`src/sv/gffpp_pkg.sv`:
```
// ----------------------------------------------------------------------------
// gffpp_pkg
// Shared types and constants of the fix filter and position payload packer.
// ----------------------------------------------------------------------------
package gffpp_pkg;

  localparam int PAYLOAD_BYTES = 10;
  localparam logic [3:0] LAST_IDX = 4'(PAYLOAD_BYTES - 1);

  typedef enum logic [1:0] {
    OC_BYTE = 2'd0,
    OC_WEAK = 2'd1,
    OC_SKIP = 2'd2
  } outcome_t;

  localparam int CFG_IDX_W = 3;
  localparam int CFG_DATA_W = 17;

  typedef enum logic [CFG_IDX_W-1:0] {
    REG_DEADBAND  = 3'd0,
    REG_MAX_SKIPS = 3'd1,
    REG_HDOP_LIM  = 3'd2,
    REG_MIN_FIX   = 3'd3
  } cfg_reg_t;

  localparam logic [16:0] DEADBAND_RST  = 17'd1000;
  localparam logic [3:0]  MAX_SKIPS_RST = 4'd10;
  localparam logic [15:0] HDOP_LIM_RST  = 16'd200;
  localparam logic [2:0]  MIN_FIX_RST   = 3'd3;
  localparam logic [3:0]  SKIP_SAT      = 4'd15;

  localparam logic signed [30:0] LAT_SPAN = 31'sd900000000;
  localparam logic signed [31:0] LON_SPAN = 32'sd1800000000;

  // code = floor(x * 372827 / 80000000), x = offset coordinate (latitude doubled)
  localparam logic [31:0] ENC_DIV    = 32'd80000000;
  localparam logic [18:0] ENC_MUL    = 19'd372827;
  // floor(n / 78125) for n < 2**22: (n * ENC_QRECIP) >> 39
  localparam logic [22:0] ENC_QRECIP = 23'd7036875;
  // estimate of floor(w / 80000000): ((w >> 17) * ENC_RRECIP) >> 40, low by at most one
  localparam logic [30:0] ENC_RRECIP = 31'd1801439850;

  // floor(n / 1000) for n < 2**26: (n * ALT_RECIP) >> 36
  localparam logic [26:0] ALT_RECIP  = 27'd68719477;
  // floor(n / 10) for n < 2**16: (n * HDOP_RECIP) >> 19
  localparam logic [15:0] HDOP_RECIP = 16'd52429;

  typedef struct packed {
    outcome_t    outcome;
    logic [15:0] alt_m;
    logic [7:0]  hdop_q;
    logic [7:0]  batt;
  } side_t;

endpackage

```
`src/sv/gffpp_coord_enc.sv`:
```
// ----------------------------------------------------------------------------
// gffpp_coord_enc
// Six-stage pipeline mapping an offset coordinate to its 24-bit payload code.
// ----------------------------------------------------------------------------
module gffpp_coord_enc (
  input  logic        clk,
  input  logic        adv,
  input  logic [31:0] x,
  output logic [23:0] code
);

  logic [31:0] x1;
  logic [44:0] qprod;
  logic [5:0]  qx2;
  logic [31:0] x2;
  logic [31:0] qmul;
  logic [31:0] rdiff;
  logic [26:0] rx3;
  logic [5:0]  qx3;
  logic [44:0] w4;
  logic [23:0] base4;
  logic [58:0] p5;
  logic [44:0] w5;
  logic [23:0] base5;
  logic [18:0] qa;
  logic [45:0] m6;
  logic [44:0] w6;
  logic [23:0] bq6;

  assign qprod = 45'(x1[31:10]) * 45'(gffpp_pkg::ENC_QRECIP);
  assign qmul  = 32'(qx2) * gffpp_pkg::ENC_DIV;
  assign rdiff = x2 - qmul;
  assign qa    = p5[58:40];
  assign code  = bq6 + 24'(46'(w6) >= m6);

  always_ff @(posedge clk) begin
    if (adv) begin
      x1    <= x;
      qx2   <= qprod[44:39];
      x2    <= x1;
      rx3   <= rdiff[26:0];
      qx3   <= qx2;
      w4    <= 45'(rx3) * 45'(gffpp_pkg::ENC_MUL);
      base4 <= 24'(qx3) * 24'(gffpp_pkg::ENC_MUL);
      p5    <= 59'(w4[44:17]) * 59'(gffpp_pkg::ENC_RRECIP);
      w5    <= w4;
      base5 <= base4;
      m6    <= (46'(qa) + 46'd1) * 46'(gffpp_pkg::ENC_DIV);
      bq6   <= base5 + 24'(qa);
      w6    <= w5;
    end
  end

endmodule

```
`config.mk`:
```
export PLATFORM = sky130hd
export DESIGN_NAME = gffpp_coord_enc
export DESIGN_NICKNAME = d
export VERILOG_FILES = /design/src/sv/gffpp_pkg.sv /design/src/sv/gffpp_coord_enc.sv
export SDC_FILE = /design/constraint.sdc
export NUM_CORES = 2
export LEC_CHECK = 0
export BUFFER_PORTS_ARGS = -buffer_cell sky130_fd_sc_hd__buf_2
export CORE_AREA = 2 2 315 317
export DETAILED_ROUTE_END_ITERATION = 8
export DIE_AREA = 0 0 317 319
export PLACE_DENSITY_LB_ADDON = 0.2
export SYNTH_ARGS = -nofsm -noshare
export SYNTH_HDL_FRONTEND = slang
export SYNTH_SLANG_ARGS = --single-unit
```
`constraint.sdc`:
```
create_clock -name clk -period 7.1 [get_ports clk]
set_input_delay 0.355 -clock clk [delete_from_list [all_inputs] [get_ports clk]]
set_output_delay 0.355 -clock clk [all_outputs]
set_load 0.02 [all_outputs]
```
==> summary.md <==
| Metric | Value |
|---|---|
| Synth Area in XOR/XNOR | 3.54% |
| Critical path peak fanout | 4 |
| Nets | 6990 |
| Fin. max-slew vios | 0 |
| Critical path endpoint category | flop |
| Clock Path Buffers | 3 |
| Die height | 319 µm |
| Initial core utilization | 54.8% |
| Post-Route WL | 125 mm |
| EDFF count, synth | 360 |
| Seq. cell area | 10800 µm² |
| F_max | 145 MHz |
| Initial antenna violation count | 2 |
| Tightest Pin Transition | 0.831 ns |
| Rows | 115 |
| Synth Warn # | 0 |
| Adder-cell area share of the yosys netlist | 55.2% |
| Cells after Synth | 4886 |
| I/O Buffers | 57 |
| CTS Buf Count | 45 |
| Final global-route overflow total | 0 |
| Vias after detailed routing | 33616 |
| Share of the synthesized area in the top cell type | 32.2% |
| CTS tree | yes |
| Post-synth ARST share | 0% |
| Post-DP HPWL | 110 mm |
| Clk slew on worst S/H paths | 0.06 ns |
| 1st-pass router iterations | 6 |
| GPL Wtd Cong | 0.942 |
| Setup TNS | 0 ns |
| Drt wl/cell | 19.5 µm |
| Clock Sinks | 360 |
| Min-delay worst type | input port to flop |
| Most frequent cell after synthesis | inv_1 |
| First-pass GRT wire length | 201 mm |
| Area of the multi-input gates | 37200 µm² |
| Hold Slack | 0.296 ns |
| Count of unique library cells instantiated by Yosys | 72 |
| Clock skew | 0.0321 ns |
| Top FF cell, synth | edfxtp_1 |
| CORE AREA | 97700 µm² |
| IO Count | 58 |
| Die ar. | 101000 µm² |
| Die X | 317 µm |
| Area Growth Syn to Fin | 8.77% |
| Remaining DRCs | 0 |
| DRT antenna net count | 0 |
| Most area-hungry cell type in the Yosys netlist | fa_1 |
| Tot GR Track Use | 26.1% |
| Post-synthesis compound-gate area fraction | 6.27% |
| Commonest cells post-synth | inv_1 (1504), ha_1 (986), fa_1 (860), edfxtp_1 (360), a21oi_1 (164) |
| Placed Instances | 6309 |
| Setup violators final | 0 |
| Pre-CTS WS | -0.192 ns |
| Post-Layout Cell Count | 6432 |
| Final hold vios | 0 |
| Fill cells | 8205 |
| Status | finished clean |
| Mean Syn Cell Area | 11.0 µm² |
| Syn_nets | 6766 |
| WS Path Type | flop to flop |
| Startpoint Class | flop |
| Top post-synthesis cells by area | fa_1 (32%), ha_1 (23%), edfxtp_1 (20%) |
| Via density | 5.23 |
| Synth Area in Simple Gates | 4.07% |
| Max-cap violation count | 0 |
| Min Tclk post-route | 6.88 ns |
| Largest family of logic cells by synthesized area | adder cells |
| Sequential share of the synthesized area | 20.2% |
| Clock Latency Late Sink | 0.62 ns |
| Setup ws final | 0.215 ns |
| Required @ worst endpoint | 7.46 ns |
| Crit share post-route | 97.0% |
| Yosys reg bits | 360 |
| Clock root cell | clkbuf_16 |
| Critical Path AT | 7.24 ns |
| Slew headroom | 44.6% |
| Htree depth | 2 |
| Initial DRC count | 1767 |
| Cell Area, Synth | 53500 µm² |
| Largest net degree at the start of global routing | 154 |
| Vias in the first global route | 36696 |
| RSZ-0062 raised after global routing | no |
| Share of layout cells above drive strength 1 | 5.91% |
| Post-synthesis mux area share | 0.0187% |
==> flip-flops by register name, indices dropped and copies added, names as in the netlist <==
| register | flops |
|---|---|
| base4 | 24 |
| base5 | 24 |
| x2 | 27 |
| qx2 | 6 |
| m6 | 36 |
| rx3 | 27 |
| w5 | 45 |
| bq6 | 24 |
| p5 | 19 |
| x1 | 32 |
| w6 | 45 |
| qx3 | 6 |
| w4 | 45 |
==> final timing paths <==
| check | startpoint | to | slack, ns | depth (start not counted) |
|---|---|---|---|---|
| setup / recovery | w4[19] | p5[58] | 0.22 | 26 |
| hold / removal | adv | bq6[13] | 0.30 | 1 |
| setup reg to reg | w4[19] | p5[58] | 0.22 | 26 |
| hold reg to reg | x1[5] | x2[5] | 0.41 | 0 |
==> worst max-delay path, stage by stage (launching register included) <==
cell	delay (ns)
edfxtp_1	0.38
inv_2	0.08
fa_2	0.60
inv_2	0.08
ha_1	0.35
fa_1	0.49
inv_1	0.05
fa_1	0.47
inv_1	0.05
fa_1	0.48
fa_1	0.55
inv_1	0.05
fa_1	0.48
inv_1	0.04
ha_1	0.33
nand4_1	0.12
a2111oi_1	0.35
a41o_1	0.25
o211ai_1	0.22
buf_4	0.21
a211oi_2	0.21
buf_4	0.15
o21ai_2	0.07
a211oi_2	0.19
buf_4	0.16
a31oi_1	0.09
xnor2_1	0.13
==> layout by cell type, fill, tap and decap left out, drive strengths merged, types with 32 or more instances in the layout <==
master	instances
inv	1510
ha	986
fa	860
edfxtp	360
a21oi	164
buf	163
xnor2	148
a21o	112
nand2	106
nor2	87
xor2	68
o21ai	67
nand3	59
clkbuf	53
dlygate4sd3	32
==> cell type report <==
class / instances / area share, %
timing repair buffer: 195 / 2.49
multi-input combinational: 3004 / 63.9
tap: 1287 / 2.77
sequential: 360 / 18.6
inverter: 1504 / 9.70
clock inverter: 28 / 0.576
antenna: 1 / 0.00430
clock buffer: 53 / 2.02
==> layer usage <==
metal / vias to the layer above / routed length, µm / GRT usage, %
li1: 15959 / - / -
met5: - / 0 / 0
met1: 16840 / 53200 / 34.3
met2: 643 / 63600 / 45.8
met4: 0 / 3470 / 6.98
met3: 174 / 4900 / 2.95
==> cells by family after synthesis <==
| family | count (synthesis) |
|---|---|
| AOI/OAI and AO/OA | 508 |
| xor gates and xnor gates | 216 |
| adders and majority gates | 1846 |
| buffers and inverters | 1522 |
| DFF | 360 |
| muxes | 1 |
| and+or+nand+nor | 433 |
==> stage by stage <==
| step | cell area, µm² | utilization, % |
|---|---|---|
| 6_report | 58200 | 59.6 |
| 5_1_grt | 58200 | 59.6 |
| 4_1_cts | 58000 | 59.3 |
| 3_5_place_dp | 56100 | 57.4 |
| 3_3_place_gp | 56100 | 57.4 |
| 2_1_floorplan | 53500 | - |
==> what timing repair did <==
item | 4_1_cts | 5_1_grt
pin swaps | 2 | 16
hold buffers | 32 | 0
gates cloned | 0 | 0
endpoints found under the hold margin | 32 | 0
resized for setup | 5 | 42
buffers inserted | 1 | 8
setup endpoints to repair | 8 | 19
Power is not shown: default switching activity piles up to over one toggle a cycle in this logic, so the estimate is an artifact.
